## src/rtl/rpv_pkg.sv

```systemverilog
// ----------------------------------------------------------------------------
// rpv_pkg
// Types and codes shared by the relative path validator modules.
// ----------------------------------------------------------------------------
package rpv_pkg;

	// result status codes
	localparam logic [2:0] ST_OK         = 3'd0;
	localparam logic [2:0] ST_EMPTY      = 3'd1;
	localparam logic [2:0] ST_EMPTY_COMP = 3'd2;
	localparam logic [2:0] ST_DOT_COMP   = 3'd3;
	localparam logic [2:0] ST_BACKSLASH  = 3'd4;
	localparam logic [2:0] ST_CONTROL    = 3'd5;
	localparam logic [2:0] ST_BAD_UTF8   = 3'd6;

	localparam logic [7:0] CH_SLASH     = 8'h2F;
	localparam logic [7:0] CH_BACKSLASH = 8'h5C;
	localparam logic [7:0] CH_DOT       = 8'h2E;
	localparam logic [7:0] CH_SPACE     = 8'h20;

	// component kind tracked by the back end
	typedef enum logic [1:0] {
		KIND_EMPTY  = 2'd0,
		KIND_DOT    = 2'd1,
		KIND_DOTDOT = 2'd2,
		KIND_OTHER  = 2'd3
	} kind_t;

	// narrowed continuation range after a lead byte
	typedef enum logic [1:0] {
		RNG_PLAIN = 2'd0,
		RNG_LOW   = 2'd1,
		RNG_HIGH  = 2'd2
	} range_t;

	typedef enum logic [2:0] {
		CLS_SLASH     = 3'd0,
		CLS_BACKSLASH = 3'd1,
		CLS_CONTROL   = 3'd2,
		CLS_DOT       = 3'd3,
		CLS_ASCII     = 3'd4,
		CLS_BAD_LEAD  = 3'd5,
		CLS_LEAD      = 3'd6
	} cls_t;

	// one classified byte as it travels from front to back
	typedef struct packed {
		logic       empty_path;
		logic       last_byte;
		cls_t       cls;
		logic [1:0] lead_pending;
		range_t     lead_range;
		logic       in_80_bf;
		logic       in_90_bf;
		logic       in_a0_bf;
		logic       in_80_8f;
		logic       in_80_9f;
	} rpv_item_t;

endpackage

```

## src/rtl/rpv_fifo.sv

```systemverilog
// ----------------------------------------------------------------------------
// rpv_fifo
// Small register queue with push/full and pop/empty sides.
// ----------------------------------------------------------------------------
module rpv_fifo #(
	parameter int WIDTH = 8,
	parameter int DEPTH = 4
) (
	input  logic             clk,
	input  logic             arst_n,
	input  logic             push,
	input  logic [WIDTH-1:0] wdata,
	output logic             full,
	input  logic             pop,
	output logic [WIDTH-1:0] rdata,
	output logic             empty
);
	localparam int PW = (DEPTH > 1) ? $clog2(DEPTH) : 1;
	localparam int CW = $clog2(DEPTH + 1);

	logic [WIDTH-1:0] mem_q [DEPTH];
	logic [PW-1:0]    wptr_q, rptr_q;
	logic [CW-1:0]    count_q;
	logic             do_push, do_pop;

	assign full    = (count_q == CW'(DEPTH));
	assign empty   = (count_q == '0);
	assign do_push = push && !full;
	assign do_pop  = pop && !empty;
	assign rdata   = mem_q[rptr_q];

	always_ff @(posedge clk) begin
		if (do_push) begin
			mem_q[wptr_q] <= wdata;
		end
	end

	always_ff @(posedge clk or negedge arst_n) begin
		if (!arst_n) begin
			wptr_q  <= '0;
			rptr_q  <= '0;
			count_q <= '0;
		end else begin
			if (do_push) begin
				wptr_q <= (wptr_q == PW'(DEPTH - 1)) ? '0 : wptr_q + 1'b1;
			end
			if (do_pop) begin
				rptr_q <= (rptr_q == PW'(DEPTH - 1)) ? '0 : rptr_q + 1'b1;
			end
			if (do_push && !do_pop) begin
				count_q <= count_q + 1'b1;
			end else if (do_pop && !do_push) begin
				count_q <= count_q - 1'b1;
			end
		end
	end

endmodule

```

## src/rtl/rpv_front.sv

```systemverilog
// ----------------------------------------------------------------------------
// rpv_front
// Byte classifier: sorts each path byte and precomputes utf-8 range tests.
// ----------------------------------------------------------------------------
module rpv_front import rpv_pkg::*; (
	input  logic [7:0] path_byte,
	input  logic       last_byte,
	input  logic       empty_path,
	output rpv_item_t  item
);
	always_comb begin
		item              = '0;
		item.empty_path   = empty_path;
		item.last_byte    = last_byte;
		item.lead_pending = 2'd0;
		item.lead_range   = RNG_PLAIN;
		item.in_80_bf     = (path_byte >= 8'h80) && (path_byte <= 8'hBF);
		item.in_90_bf     = (path_byte >= 8'h90) && (path_byte <= 8'hBF);
		item.in_a0_bf     = (path_byte >= 8'hA0) && (path_byte <= 8'hBF);
		item.in_80_8f     = (path_byte >= 8'h80) && (path_byte <= 8'h8F);
		item.in_80_9f     = (path_byte >= 8'h80) && (path_byte <= 8'h9F);

		if (path_byte == CH_SLASH) begin
			item.cls = CLS_SLASH;
		end else if (path_byte == CH_BACKSLASH) begin
			item.cls = CLS_BACKSLASH;
		end else if (path_byte < CH_SPACE) begin
			item.cls = CLS_CONTROL;
		end else if (path_byte == CH_DOT) begin
			item.cls = CLS_DOT;
		end else if (path_byte < 8'h80) begin
			item.cls = CLS_ASCII;
		end else if (path_byte < 8'hC2 || path_byte > 8'hF4) begin
			item.cls = CLS_BAD_LEAD;
		end else begin
			item.cls = CLS_LEAD;
			if (path_byte <= 8'hDF) begin
				item.lead_pending = 2'd1;
			end else if (path_byte <= 8'hEF) begin
				item.lead_pending = 2'd2;
				if (path_byte == 8'hE0) begin
					item.lead_range = RNG_LOW;
				end else if (path_byte == 8'hED) begin
					item.lead_range = RNG_HIGH;
				end
			end else begin
				item.lead_pending = 2'd3;
				if (path_byte == 8'hF0) begin
					item.lead_range = RNG_LOW;
				end else if (path_byte == 8'hF4) begin
					item.lead_range = RNG_HIGH;
				end
			end
		end
	end

endmodule

```

## src/rtl/rpv_back.sv

```systemverilog
// ----------------------------------------------------------------------------
// rpv_back
// Per-path scanner: tracks components and utf-8 sequences, latches the
// first fault and emits one result at the end of each path.
// ----------------------------------------------------------------------------
module rpv_back import rpv_pkg::*; #(
	parameter int OFFSET_BITS = 16
) (
	input  logic                   clk,
	input  logic                   arst_n,
	input  rpv_item_t              item,
	input  logic                   item_valid,
	output logic                   item_take,
	input  logic                   res_full,
	output logic                   res_push,
	output logic [2:0]             res_status,
	output logic [OFFSET_BITS-1:0] res_offset
);
	localparam int OB = OFFSET_BITS;

	logic [OB-1:0] pos_q, comp_start_q, lead_pos_q, foff_q;
	kind_t         kind_q;
	logic [1:0]    pend_q;
	range_t        rng_q;
	logic [2:0]    fstat_q;

	logic [OB-1:0] pos_d, comp_start_d, lead_pos_d, foff_d;
	kind_t         kind_d;
	logic [1:0]    pend_d;
	range_t        rng_d;
	logic [2:0]    fstat_d;
	logic          cont_ok;
	logic          reset_path;

	function automatic logic [OB-1:0] sat_inc(input logic [OB-1:0] v);
		return (v == {OB{1'b1}}) ? v : v + 1'b1;
	endfunction

	assign item_take = item_valid && !res_full;
	assign res_push  = item_take && (item.empty_path || item.last_byte);

	always_comb begin
		case (rng_q)
			RNG_LOW:  cont_ok = (pend_q == 2'd3) ? item.in_90_bf : item.in_a0_bf;
			RNG_HIGH: cont_ok = (pend_q == 2'd3) ? item.in_80_8f : item.in_80_9f;
			default:  cont_ok = item.in_80_bf;
		endcase
	end

	always_comb begin
		pos_d        = pos_q;
		comp_start_d = comp_start_q;
		lead_pos_d   = lead_pos_q;
		foff_d       = foff_q;
		kind_d       = kind_q;
		pend_d       = pend_q;
		rng_d        = rng_q;
		fstat_d      = fstat_q;
		reset_path   = 1'b0;
		res_status   = ST_EMPTY;
		res_offset   = '0;

		if (item.empty_path) begin
			reset_path = 1'b1;
		end else begin
			if (fstat_q == ST_OK) begin
				if (pend_q != 2'd0) begin
					if (cont_ok) begin
						pend_d = pend_q - 1'b1;
						rng_d  = RNG_PLAIN;
					end else begin
						fstat_d = ST_BAD_UTF8;
						foff_d  = lead_pos_q;
					end
				end else begin
					case (item.cls)
						CLS_SLASH: begin
							if (kind_q == KIND_EMPTY) begin
								fstat_d = ST_EMPTY_COMP;
								foff_d  = comp_start_q;
							end else if (kind_q == KIND_DOT || kind_q == KIND_DOTDOT) begin
								fstat_d = ST_DOT_COMP;
								foff_d  = comp_start_q;
							end
							comp_start_d = sat_inc(pos_q);
							kind_d       = KIND_EMPTY;
						end
						CLS_BACKSLASH: begin
							fstat_d = ST_BACKSLASH;
							foff_d  = pos_q;
						end
						CLS_CONTROL: begin
							fstat_d = ST_CONTROL;
							foff_d  = pos_q;
						end
						CLS_DOT: begin
							if (kind_q == KIND_EMPTY) begin
								kind_d = KIND_DOT;
							end else if (kind_q == KIND_DOT) begin
								kind_d = KIND_DOTDOT;
							end else begin
								kind_d = KIND_OTHER;
							end
						end
						CLS_ASCII: begin
							kind_d = KIND_OTHER;
						end
						CLS_BAD_LEAD: begin
							fstat_d = ST_BAD_UTF8;
							foff_d  = pos_q;
						end
						CLS_LEAD: begin
							kind_d     = KIND_OTHER;
							pend_d     = item.lead_pending;
							rng_d      = item.lead_range;
							lead_pos_d = pos_q;
						end
						default: begin
							kind_d = KIND_OTHER;
						end
					endcase
				end
			end
			pos_d = sat_inc(pos_q);

			if (item.last_byte) begin
				reset_path = 1'b1;
				// end of path: open sequence or bad final component
				if (fstat_d == ST_OK) begin
					if (pend_d != 2'd0) begin
						fstat_d = ST_BAD_UTF8;
						foff_d  = lead_pos_d;
					end else if (kind_d == KIND_EMPTY) begin
						fstat_d = ST_EMPTY_COMP;
						foff_d  = comp_start_d;
					end else if (kind_d == KIND_DOT || kind_d == KIND_DOTDOT) begin
						fstat_d = ST_DOT_COMP;
						foff_d  = comp_start_d;
					end
				end
				res_status = fstat_d;
				res_offset = (fstat_d == ST_OK) ? '0 : foff_d;
			end
		end
	end

	always_ff @(posedge clk or negedge arst_n) begin
		if (!arst_n) begin
			pos_q        <= '0;
			comp_start_q <= '0;
			lead_pos_q   <= '0;
			foff_q       <= '0;
			kind_q       <= KIND_EMPTY;
			pend_q       <= 2'd0;
			rng_q        <= RNG_PLAIN;
			fstat_q      <= ST_OK;
		end else if (item_take) begin
			if (reset_path) begin
				pos_q        <= '0;
				comp_start_q <= '0;
				lead_pos_q   <= '0;
				foff_q       <= '0;
				kind_q       <= KIND_EMPTY;
				pend_q       <= 2'd0;
				rng_q        <= RNG_PLAIN;
				fstat_q      <= ST_OK;
			end else begin
				pos_q        <= pos_d;
				comp_start_q <= comp_start_d;
				lead_pos_q   <= lead_pos_d;
				foff_q       <= foff_d;
				kind_q       <= kind_d;
				pend_q       <= pend_d;
				rng_q        <= rng_d;
				fstat_q      <= fstat_d;
			end
		end
	end

endmodule

```

## src/rtl/relative_path_validator_core.sv

```systemverilog
// ----------------------------------------------------------------------------
// relative_path_validator_core
// Streaming relative path checker with strict utf-8 validation.
// ----------------------------------------------------------------------------
// Input side is a queue: drive path_byte, last_byte and empty_path with push;
// a transfer happens on a clock edge with push high and full low. One byte
// per transfer; last_byte marks the final byte of a path, and an item with
// empty_path set stands for a zero-length path.
// Result side is a queue too: while empty is low, status and error_offset show
// the oldest result; pop high at a clock edge transfers it. One result per
// path, given for its last byte or empty-path item.
// Throughput is one byte per cycle while the result queue is not full: the
// classifier writes a four-entry queue and the scanner takes one entry a
// cycle, with all per-path state updated as each entry is taken. From the last
// byte to empty going low, the byte is first written into the classify queue,
// and the scanner then writes its result into the result queue.
// When pop is held low the two-entry result queue fills, the scanner stops,
// the byte queue fills and full rises; nothing is dropped.
// Reset clears both queues and the per-path state; no clearing pass follows.
// ----------------------------------------------------------------------------
module relative_path_validator_core import rpv_pkg::*; #(
	parameter int OFFSET_BITS = 16
) (
	input  logic                   clk,
	input  logic                   arst_n,
	input  logic                   push,
	output logic                   full,
	input  logic [7:0]             path_byte,
	input  logic                   last_byte,
	input  logic                   empty_path,
	output logic                   empty,
	input  logic                   pop,
	output logic [2:0]             status,
	output logic [OFFSET_BITS-1:0] error_offset
);
	localparam int IW = $bits(rpv_item_t);
	localparam int RW = 3 + OFFSET_BITS;

	rpv_item_t              front_item, back_item;
	logic                   mid_empty, back_take;
	logic                   res_full, res_push;
	logic [2:0]             res_status;
	logic [OFFSET_BITS-1:0] res_offset;
	logic [RW-1:0]          res_head;

	rpv_front u_front (
		.path_byte  (path_byte),
		.last_byte  (last_byte),
		.empty_path (empty_path),
		.item       (front_item)
	);

	rpv_fifo #(.WIDTH(IW), .DEPTH(4)) u_mid_fifo (
		.clk    (clk),
		.arst_n (arst_n),
		.push   (push),
		.wdata  (front_item),
		.full   (full),
		.pop    (back_take),
		.rdata  (back_item),
		.empty  (mid_empty)
	);

	rpv_back #(.OFFSET_BITS(OFFSET_BITS)) u_back (
		.clk        (clk),
		.arst_n     (arst_n),
		.item       (back_item),
		.item_valid (!mid_empty),
		.item_take  (back_take),
		.res_full   (res_full),
		.res_push   (res_push),
		.res_status (res_status),
		.res_offset (res_offset)
	);

	rpv_fifo #(.WIDTH(RW), .DEPTH(2)) u_res_fifo (
		.clk    (clk),
		.arst_n (arst_n),
		.push   (res_push),
		.wdata  ({res_status, res_offset}),
		.full   (res_full),
		.pop    (pop),
		.rdata  (res_head),
		.empty  (empty)
	);

	assign status       = res_head[RW-1 -: 3];
	assign error_offset = res_head[OFFSET_BITS-1:0];

endmodule

```

## config.mk

```make
export PLATFORM = sky130hd
export DESIGN_NAME = relative_path_validator_core
export DESIGN_NICKNAME = d
export VERILOG_FILES = /design/src/rtl/rpv_pkg.sv /design/src/rtl/rpv_fifo.sv /design/src/rtl/rpv_front.sv /design/src/rtl/rpv_back.sv /design/src/rtl/relative_path_validator_core.sv
export SDC_FILE = /design/constraint.sdc
export NUM_CORES = 1
export LEC_CHECK = 0
export ABC_CLOCK_PERIOD_IN_PS = 5200
export BUFFER_PORTS_ARGS = -buffer_cell sky130_fd_sc_hd__buf_4
export CAP_MARGIN = 10
export CORE_MARGIN = 4
export CORE_UTILIZATION = 60
export DETAILED_ROUTE_END_ITERATION = 8
export PLACE_DENSITY_LB_ADDON = 0.3
export SYNTH_ARGS = -nofsm -noshare
export SYNTH_HDL_FRONTEND = slang
export SYNTH_HIERARCHICAL = 1
export SYNTH_SLANG_ARGS = --single-unit
```

## constraint.sdc

```tcl
create_clock -name clk -period 5.2 [get_ports clk]
set_input_delay 0.26 -clock clk [delete_from_list [all_inputs] [get_ports clk]]
set_output_delay 0.26 -clock clk [all_outputs]
set_load 0.01 [all_outputs]
```

# ---- Word-level counts from Yosys, hierarchy flattened
# Memories as Yosys holds them, arrays and structs flattened.
# Cells that the tools add are included.
dict set report classes {
  reduce_logical 44
  eq_ne 26
  magnitude_cmp 12
  addsub 10
  mux 104
}
# operator n
set op_table {}
lappend op_table {{two-way mux 16 bit} 28}
lappend op_table {{two-way mux 3 bit} 25}
lappend op_table {{two-way mux 2 bit} 30}
lappend op_table {{less-or-equal comparator 8 bit, second input constant} 5}
lappend op_table {{equality test 8 bit, second input constant} 4}
lappend op_table {{one-hot mux 16 bit (2 select lines)} 1}
lappend op_table {{>= comparator 8 bit, second input constant} 3}
lappend op_table {{two-way mux 4 bit} 6}
lappend op_table {{adder 16 x 1 -> 16 bit, second input constant} 1}
lappend op_table {{equality test 16 bit, second input constant} 1}
lappend op_table {{equality test 8 x 6 -> 1 bit, second input constant} 2}
lappend op_table {{less-than comparator 8 bit, second input constant} 2}
lappend op_table {{logical AND 1 bit} 15}
lappend op_table {{zero test 3 bit} 5}
lappend op_table {{equality test 2 bit, second input constant} 7}
lappend op_table {{one-hot mux 3 bit (4 select lines)} 1}
lappend op_table {{two-way mux 1 bit} 11}
lappend op_table {{nonzero test 2 bit} 5}
lappend op_table {{equality test 3 bit, second input constant} 3}
lappend op_table {{equality test 8 x 7 -> 1 bit, second input constant} 1}
lappend op_table {{greater-than comparator 8 bit, second input constant} 1}
lappend op_table {{zero test 1 bit} 8}
lappend op_table {{less-than comparator 8 x 6 -> 1 bit, second input constant} 1}
lappend op_table {{adder 2 x 1 -> 2 bit, second input constant} 3}
lappend op_table {{other kinds (17)} 27}
dict set report totals {
  input_bits 14
  mem_count 2
  output_inout_bits 21
  mem_bits_rw 94
  register_bits 84
}
# memory depth word_bits read_ports rd_ports_with_merged_regs wr line_no
set mem_list {}
lappend mem_list {u_mid_fifo.mem_q 4 14 1 0 1 rpv_fifo.sv:21} ;# logic [WIDTH-1:0] mem_q [DEPTH];
lappend mem_list {u_res_fifo.mem_q 2 19 1 0 1 rpv_fifo.sv:21}

# ---- Longest topological paths before layout
# Gate-level depths: netlist of run 1.
dict set report depth {
  depth_word 19
  mapped_depth 16
  mapped_depth_nobuf 12
}

# ---- By module
# The synthesis of run 1 kept the hierarchy.
# module seq_area_each_um2 cells_each instances area_per_inst_um2
set by_module_without_submodules {}
lappend by_module_without_submodules {rpv_back 1826.8 623 1 5168.7}
lappend by_module_without_submodules {{rpv_fifo at u_mid_fifo} 1856.8 110 1 2461.1}
lappend by_module_without_submodules {{rpv_fifo at u_res_fifo} 1241.2 78 1 1566.5}
lappend by_module_without_submodules {rpv_front 0.0 37 1 235.2}
lappend by_module_without_submodules {relative_path_validator_core 0.0 1 1 3.8}

# ---- Worst setup path after synthesis of run 1
# No wires, ideal clock.
dict set report synth_path {
  path_type {flip-flop to flip-flop}
  startpoint {reg u_mid_fifo.rptr_q[0]}
  endpoint {mem u_res_fifo/mem_q[0][10] in the netlist's numbering (data pin)}
  t_required_ns 4.941
  slack_ns 1.419
  period_less_slack_ns 3.781
  path_stages_with_launch 16
  arrival_time_ns 3.522
  setup_ns 0.259
  cell_sequence {dfrtp_1 > buf_2 > buf_4 > mux4_2 > buf_2 > or2_2 > clkbuf_1 > nor2_1 > a21oi_1 > o221ai_1 > ha_1 > or2_2 > buf_1 > o31a_1 > clkbuf_1 > o211a_1}
}
# item line_no
set synth_rtl {}
lappend synth_rtl {{start: declaration} rpv_fifo.sv:22} ;# logic [PW-1:0] wptr_q, rptr_q;
lappend synth_rtl {{start signal: assignment} rpv_fifo.sv:48} ;# rptr_q <= (rptr_q == PW'(DEPTH - 1)) ? '0 : rptr_q + 1'b1;
lappend synth_rtl {{end: declaration} rpv_fifo.sv:21}

# ---- Final worst setup path of run 1
dict set report layout_path {
  startpoint {reg u_back.pend_q[1]}
  endpoint {mem u_res_fifo/mem_q[0][1] in the netlist's numbering (data pin)}
}
dict set report layout_via {
  elab_chain_len 17
  word_cells_on_any_way 45
  cone_classes {1 x add/sub; 3 x eq/ne; 35 x mux; 6 x reduce/logical}
}
# item line_no
set layout_rtl {}
lappend layout_rtl {{start: declaration} rpv_back.sv:23} ;# logic [1:0] pend_q;
lappend layout_rtl {{start signal: assignment} rpv_back.sv:173} ;# pend_q <= pend_d;
lappend layout_rtl {{equality test 2 bit} {rpv_back.sv:44, rpv_back.sv:45}}
lappend layout_rtl {{two-way mux 1 bit, on equally long branches} {rpv_back.sv:45, rpv_back.sv:44}}
lappend layout_rtl {{one-hot mux 1 bit (2 select lines)} rpv_back.sv:43} ;# case (rng_q)
lappend layout_rtl {{two-way mux 3 bit} rpv_back.sv:68} ;# if (cont_ok) begin
lappend layout_rtl {{two-way mux 3 bit} rpv_back.sv:67} ;# if (pend_q != 2'd0) begin
lappend layout_rtl {{two-way mux 3 bit} rpv_back.sv:66} ;# if (fstat_q == ST_OK) begin
lappend layout_rtl {{two-way mux 3 bit} rpv_back.sv:63} ;# if (item.empty_path) begin
lappend layout_rtl {{two-way mux 3 bit} rpv_back.sv:136} ;# end else if (kind_d == KIND_DOT || kind_d == KIND_DOTDOT) begin
lappend layout_rtl {{(+2 left out)} n/a}
lappend layout_rtl {{two-way mux 3 bit} rpv_back.sv:129} ;# if (fstat_d == ST_OK) begin
lappend layout_rtl {{two-way mux 3 bit} rpv_back.sv:126} ;# if (item.last_byte) begin
lappend layout_rtl {{two-way mux 3 bit} rpv_back.sv:63}
lappend layout_rtl {{zero test 3 bit} rpv_back.sv:142} ;# res_offset = (fstat_d == ST_OK) ? '0 : foff_d;
lappend layout_rtl {{two-way mux 16 bit *} rpv_back.sv:142}
lappend layout_rtl {{two-way mux 16 bit *} rpv_back.sv:126}
lappend layout_rtl {{two-way mux 16 bit *} rpv_back.sv:63}
lappend layout_rtl {{net res_offset[1]} relative_path_validator_core.sv:43} ;# logic [OFFSET_BITS-1:0] res_offset;
# Mark *: on every way through the listed nets, which the timed path passes. The rest lies on a longest branch. The select of a mux whose other input is x is not followed.

==> results of run 1 <==
## sequential cells by signal, indices dropped and copies added, names as in the netlist
signal	cells
u_back/comp_start_q	16
u_back/foff_q	16
u_back/fstat_q	3
u_back/kind_q	2
u_back/lead_pos_q	16
u_back/pend_q	2
u_back/pos_q	16
u_back/rng_q	2
u_mid_fifo/count_q	3
u_mid_fifo/mem_q	56
u_mid_fifo/rptr_q	2
u_mid_fifo/wptr_q	2
u_res_fifo/count_q	2
u_res_fifo/mem_q	38
u_res_fifo/rptr_q	1
u_res_fifo/wptr_q	1
## metal layers
metal / wire length [microns] / part of all wire, %
met1: 10310 / 45
met2: 10330 / 45
met3: 1958 / 8.5
met4: 454 / 2.0
met5: 0 / 0
## per-stage QoR
stage	worst slack, ns	cells	area (sq um)
floorplan	1.419	849	9435
global placement	1.177	1045	9773
detailed placement	0.9698	1045	9773
CTS	0.9362	1077	10350
global route	0.5859	1077	10350
finish	0.7858	1077	10350
## cell type report
type                    count  area share (%)
inverters                  17          0.6162
repair buffers             47           3.407
flip-flops and latches    178           47.56
clock inverters            13           1.438
clock buffers              19           4.181
well taps                 211           2.550
multi-input cells         592           40.25
## synth_stat cells (5+ instances only)
| master | number |
|---|---|
| edfxtp_1 | 94 |
| nand2_1 | 92 |
| dfrtp_1 | 84 |
| o21ai_0 | 61 |
| nor2_1 | 58 |
| clkbuf_1 | 40 |
| a21oi_1 | 39 |
| o22ai_1 | 22 |
| a22o_1 | 21 |
| mux2i_1 | 20 |
| mux2_1 | 19 |
| nor3_1 | 17 |
| a221o_1 | 16 |
| a221oi_1 | 16 |
| inv_1 | 16 |
| ha_1 | 15 |
| nand3_1 | 15 |
| mux4_2 | 14 |
| buf_2 | 13 |
| and2_1 | 9 |
| o31ai_1 | 9 |
| nand2b_1 | 8 |
| xnor2_1 | 8 |
| xor2_1 | 8 |
| o211a_1 | 7 |
| o211ai_1 | 7 |
| mux2_2 | 6 |
| o21a_1 | 6 |
| or2_2 | 6 |
| and3_1 | 5 |
| buf_4 | 5 |
| nand4_1 | 5 |
## logic make-up (layout without fill, tap and decap cells)
| kind of cell | count (synthesis) | count (layout) | share of synthesized area, % |
|---|---|---|---|
| simple gates | 252 | 252 | 13.06 |
| fa+ha+maj | 16 | 16 | 2.201 |
| xor+xnor | 16 | 16 | 1.485 |
| buf+inv | 79 | 96 | 3.686 |
| mux | 61 | 61 | 8.765 |
| flops | 178 | 178 | 52.19 |
| compound gates | 247 | 247 | 18.60 |
## worst max-delay path, cell delays in order (launching register included)
cell and delay (ns):
dfrtp_1 0.45, inv_1 0.12, ha_1 0.45, or4b_1 0.90, nor3_1 0.46, nand2_1 0.11, o221ai_1 0.13, ha_1 0.31
nor2_1 0.57, a31o_4 0.35, or2b_1 0.24, a21oi_1 0.15
## path summary, 6_finish.rpt
kind / slack (ns) / end / start
setup / recovery: 0.79 / u_res_fifo/mem_q[0][1] / u_back/pend_q[1]
hold / removal: 0.008 / u_back/pos_q[11] / arst_n
setup reg to reg: 0.79 / u_res_fifo/mem_q[0][1] / u_back/pend_q[1]
hold reg to reg: 0.52 / u_res_fifo/wptr_q / u_res_fifo/wptr_q
max in group asynchronous: 4.44 / u_res_fifo/count_q[1] / arst_n
min in group clk: 0.02 / u_mid_fifo/mem_q[1][12] / last_byte
==> flow_summary.toml, run 1 <==
[synth]
synth_edf_count = 94
synth_async_sr_flop_share_pct = 47.19
synth_nets = 879
synth.cell_area_sq_um = 9435
yosysTopAreaCell = "edfxtp_1"
synth.top_cell.area_share_pct = 29.92
ys_warn_count = 6
netlist_instances = 849
avgSynthCellArea_sq_um = 11.11
synth_area_leaders = "edfxtp_1 30%, dfrtp_1 22%, nand2_1 3.7%"
synth_ff_type = "edfxtp_1"
yosysSeqAreaShare_pct = 52.19
ys_ff_latch = 178
ys_types = 78

[clocking]
cts_tree = "yes"
postCtsSetupBuffers = 0
cts_made_buffers = 17
cts_buffer_depth = 2
holdBufCountCts = 0
cts_resized = 0
path_clk_slew_ns = 0.07
worst_skew_pair.late_latency_ns = 0.43
clock-sinks = 178
htree_levels = 4
cts_root_buffer = "clkbuf_16"

[critical_path]
cp.required_ns = 5.47
endpoint_kind = "flip-flop"
cp.arrival_ns = 4.69
crit_fanout = 24
startpoint_type = "flip-flop"
reg2regPathDepth = 11
worstSetupPathType = "flip-flop to flip-flop"

[sta]
hold_viol = 0
clock_skew_ns = 0.008686
relSlewSlack_pct = 25.76
max_freq_ghz = 0.2265
finalSetupTns_ns = 0
slew_violations = 0
fin_crit_ns = 4.414
hold_slack_ns = 0.007763
fin_crit_sh_pct = 84.89
rsz0062_at_grt = "false"
tightestPinTransition_ns = 1.114
setup_violations = 0

[global_route]
antenna_found_initial = 0
busiest_layer = "met2"
grt_max_degree = 85
grt_pass1_vias = 6946
grt_pass1_wl_microns = 37690
grt_usage_pct = 26.88
met3_usage_pct = 5.929
grt_use_met2_pct = 39.81
grt-ovfl-total = 0
grtUsageMet1_pct = 39.70

[finish]
regArea_sq_um = 4925
multi_input_area_sq_um = 4168
nNetsFinal = 883
antenna_cells = 0
final_cell_mix = "94 x edfxtp_1, 92 x nand2_1, 84 x dfrtp_1"
final_common_cell = "edfxtp_1"
drive_gt1_share_pct = 14.20
fill_cells = 1115
fin_util_pct = 67.61
syn_to_final_growth_pct = 9.746

[floorplanning]
top_level_ports = 35
row_count = 45
dieArea_sq_um = 17800
initial_core_util_pct = 61.61
dieHeight_microns = 133.4
die_w_microns = 133.4
core_sq_um = 15310

[placement]
gp_congestion = 0.9217
io_buffers = 34
dp_hpwl_microns = 16160

[routing]
drt_iter0_markers = 939
drc_errors = 0
postRouteWirelength_microns = 23050
vias = 7087
viasPerCell = 6.580
dr.pass1.iters = 5
wl_per_cell_microns = 21.40
ant_nets = 0

[min_path]
hold_path.class = "primary input to asynchronous set/reset pin"

[outcome]
status = "finished clean"

[run]
cap_viol_max_count = 0
Power of run 1 is not shown: default switching activity piles up to over one toggle a cycle in this logic, so the estimate is an artifact.
==> inputs of run 2 (changes only) <==
- ABC_CLOCK_PERIOD_IN_PS: 5200 -> 4100
- clock period: 5.2 -> 4.1 ns (I/O delays scaled with it)
==> flow_summary.toml, run 2 (synthesis gave the netlist of run 1 again) <==
[global_route]
grt-ovfl-total = 0
grt_pass1_wl_microns = 38090
grt_max_degree = 51
antenna_found_initial = 1
grt_pass1_vias = 7067
grt_usage_pct = 27.09

[critical_path]
cp.arrival_ns = 3.89
crit_chain = "inv_1, ha_1, or4b_1, nor2_1, a21oi_1, o221ai_1, ha_1, or2_2, o21ai_0, a21oi_1, a21oi_1, o22ai_1"
r2r-start = "u_back/pend_q[1]"
cp.required_ns = 4.25
reg2reg_slack_ns = 0.36
cp_num_cells = 12
crit_fanout = 13
setup.worst_path.end = "u_res_fifo/mem_q[1][11]"
path_buf_inv = 1
worstSetupPathType = "flip-flop to flip-flop"
rr_endpoint = "u_res_fifo/mem_q[1][11]"
startpoint_type = "flip-flop"
cp_common_cell = "a21oi_1"
cpLargestDelayFamily = "simple AND/OR/NAND/NOR gates"
reg2regPathDepth = 12
setup.worst_path.start = "u_back/pend_q[1]"
cp_slowest_stage_delay_ns = 0.56
endpoint_kind = "flip-flop"
critPathSlowestCell = "or4b_1"

[routing]
drc_errors = 0
viasPerCell = 6.818
drt_iter0_markers = 1173
postRouteWirelength_microns = 23530
ant_nets = 0
dr.pass1.iters = 9
wl_per_cell_microns = 21.67
vias = 7404

[finish]
antenna_cells = 0
final_common_cell = "edfxtp_1"
top_register = "u_mid_fifo/mem_q"
final_cell_mix = "94 x edfxtp_1, 92 x nand2_1, 84 x dfrtp_1"
nNetsFinal = 893
drive_gt1_share_pct = 14.74
reg_top3 = "u_mid_fifo/mem_q (56), u_res_fifo/mem_q (38)"
fill_cells = 1082
largest_reg_flops = 56
syn_to_final_growth_pct = 11.47

[outcome]
status = "finished clean"

[floorplanning]
dieHeight_microns = 133.4
core_sq_um = 15310
dieArea_sq_um = 17800
initial_core_util_pct = 61.61
top_level_ports = 35
row_count = 45
die_w_microns = 133.4

[sta]
clock_skew_ns = 0.006498
rsz0062_at_grt = "false"
fin_crit_sh_pct = 91.22
slew_violations = 0
setup_violations = 0
relSlewSlack_pct = 45.31
finalSetupTns_ns = 0
fin_crit_ns = 3.740
hold_viol = 0
max_freq_ghz = 0.2674
tightestPinTransition_ns = 0.8149

[min_path]
hold_path.class = "primary input to flip-flop"
hold_start = "pop"

[clocking]
cts_tree = "yes"
cts_root_buffer = "clkbuf_16"
holdBufCountCts = 3
worst_skew_pair.late_latency_ns = 0.43
postCtsSetupBuffers = 0
path_clk_slew_ns = 0.07
htree_levels = 4
cts_resized = 0
cts_buffer_depth = 2
clock-sinks = 178
cts_made_buffers = 17

[placement]
dp_hpwl_microns = 15940
io_buffers = 34
gp_congestion = 0.9751

[run]
cap_viol_max_count = 0
==> run 2: changes by cell type in the layout (fill, tap and decap cells not counted) <==
cell and delta:
inv_8 +1, buf_4 +7, dlygate4sd3_1 +3, clkbuf_1 -1
clkinv_4 -2, bufinv_16 +4, clkinvlp_4 -1, clkinv_1 +1
inv_6 -3
==> run 2: worst min-delay path, stage by stage <==
cell and delay, ns:
buf_4 0.08, o21ai_1 0.09, xnor2_1 0.14
==> run 2: per-stage QoR <==
step / instances / hold WS, ns / area, sq um / utilization (%) / setup WS (ns)
6_report: 1086 / 0.1218 / 10520 / 68.68 / 0.3600
4_1_cts: 1086 / 0.1045 / 10520 / 68.68 / 0.4252
2_1_floorplan: 849 / -0.09059 / 9435 / - / 0.3190
5_1_grt: 1086 / 0.1355 / 10520 / 68.68 / 0.1648
3_3_place_gp: 1052 / 0.2638 / 9826 / 64.16 / 0.4939
3_5_place_dp: 1052 / 0.2844 / 9826 / 64.16 / 0.4353
==> run 2: worst min path at each step <==
stage | end | slack, ns | cells after the start
2_1_floorplan | u_back/comp_start_q[0] | -0.09 | 0
3_3_place_gp | u_back/pos_q[5] | 0.26 | 1
3_5_place_dp | u_back/pos_q[5] | 0.28 | 1
4_1_cts | u_res_fifo/rptr_q | 0.10 | 3
5_1_grt | u_res_fifo/rptr_q | 0.14 | 3
6_report | u_res_fifo/rptr_q | 0.12 | 3
==> run 2: routing by layer <==
metal / vias to the layer above / wire (microns) / global-route usage, %
met5: - / 19 / 0
met4: 2 / 649 / 11.09
met3: 79 / 2432 / 6.647
met2: 494 / 10670 / 40.21
met1: 3577 / 9763 / 38.62
li1: 3252 / - / -
==> run 2: final cells by class <==
cell class                 count  area, sq um  share of cell area [%]
clock buffer                  18        429.2                   4.080
clock inverter                13        232.7                   2.213
inverter                      17        63.81                  0.6067
multi-input combinational    592         4168                   39.63
sequential                   178         4925                   46.82
tap                          211        264.0                   2.510
timing repair buffer          57        435.4                   4.140
Power of run 2 is left out for the same reason.
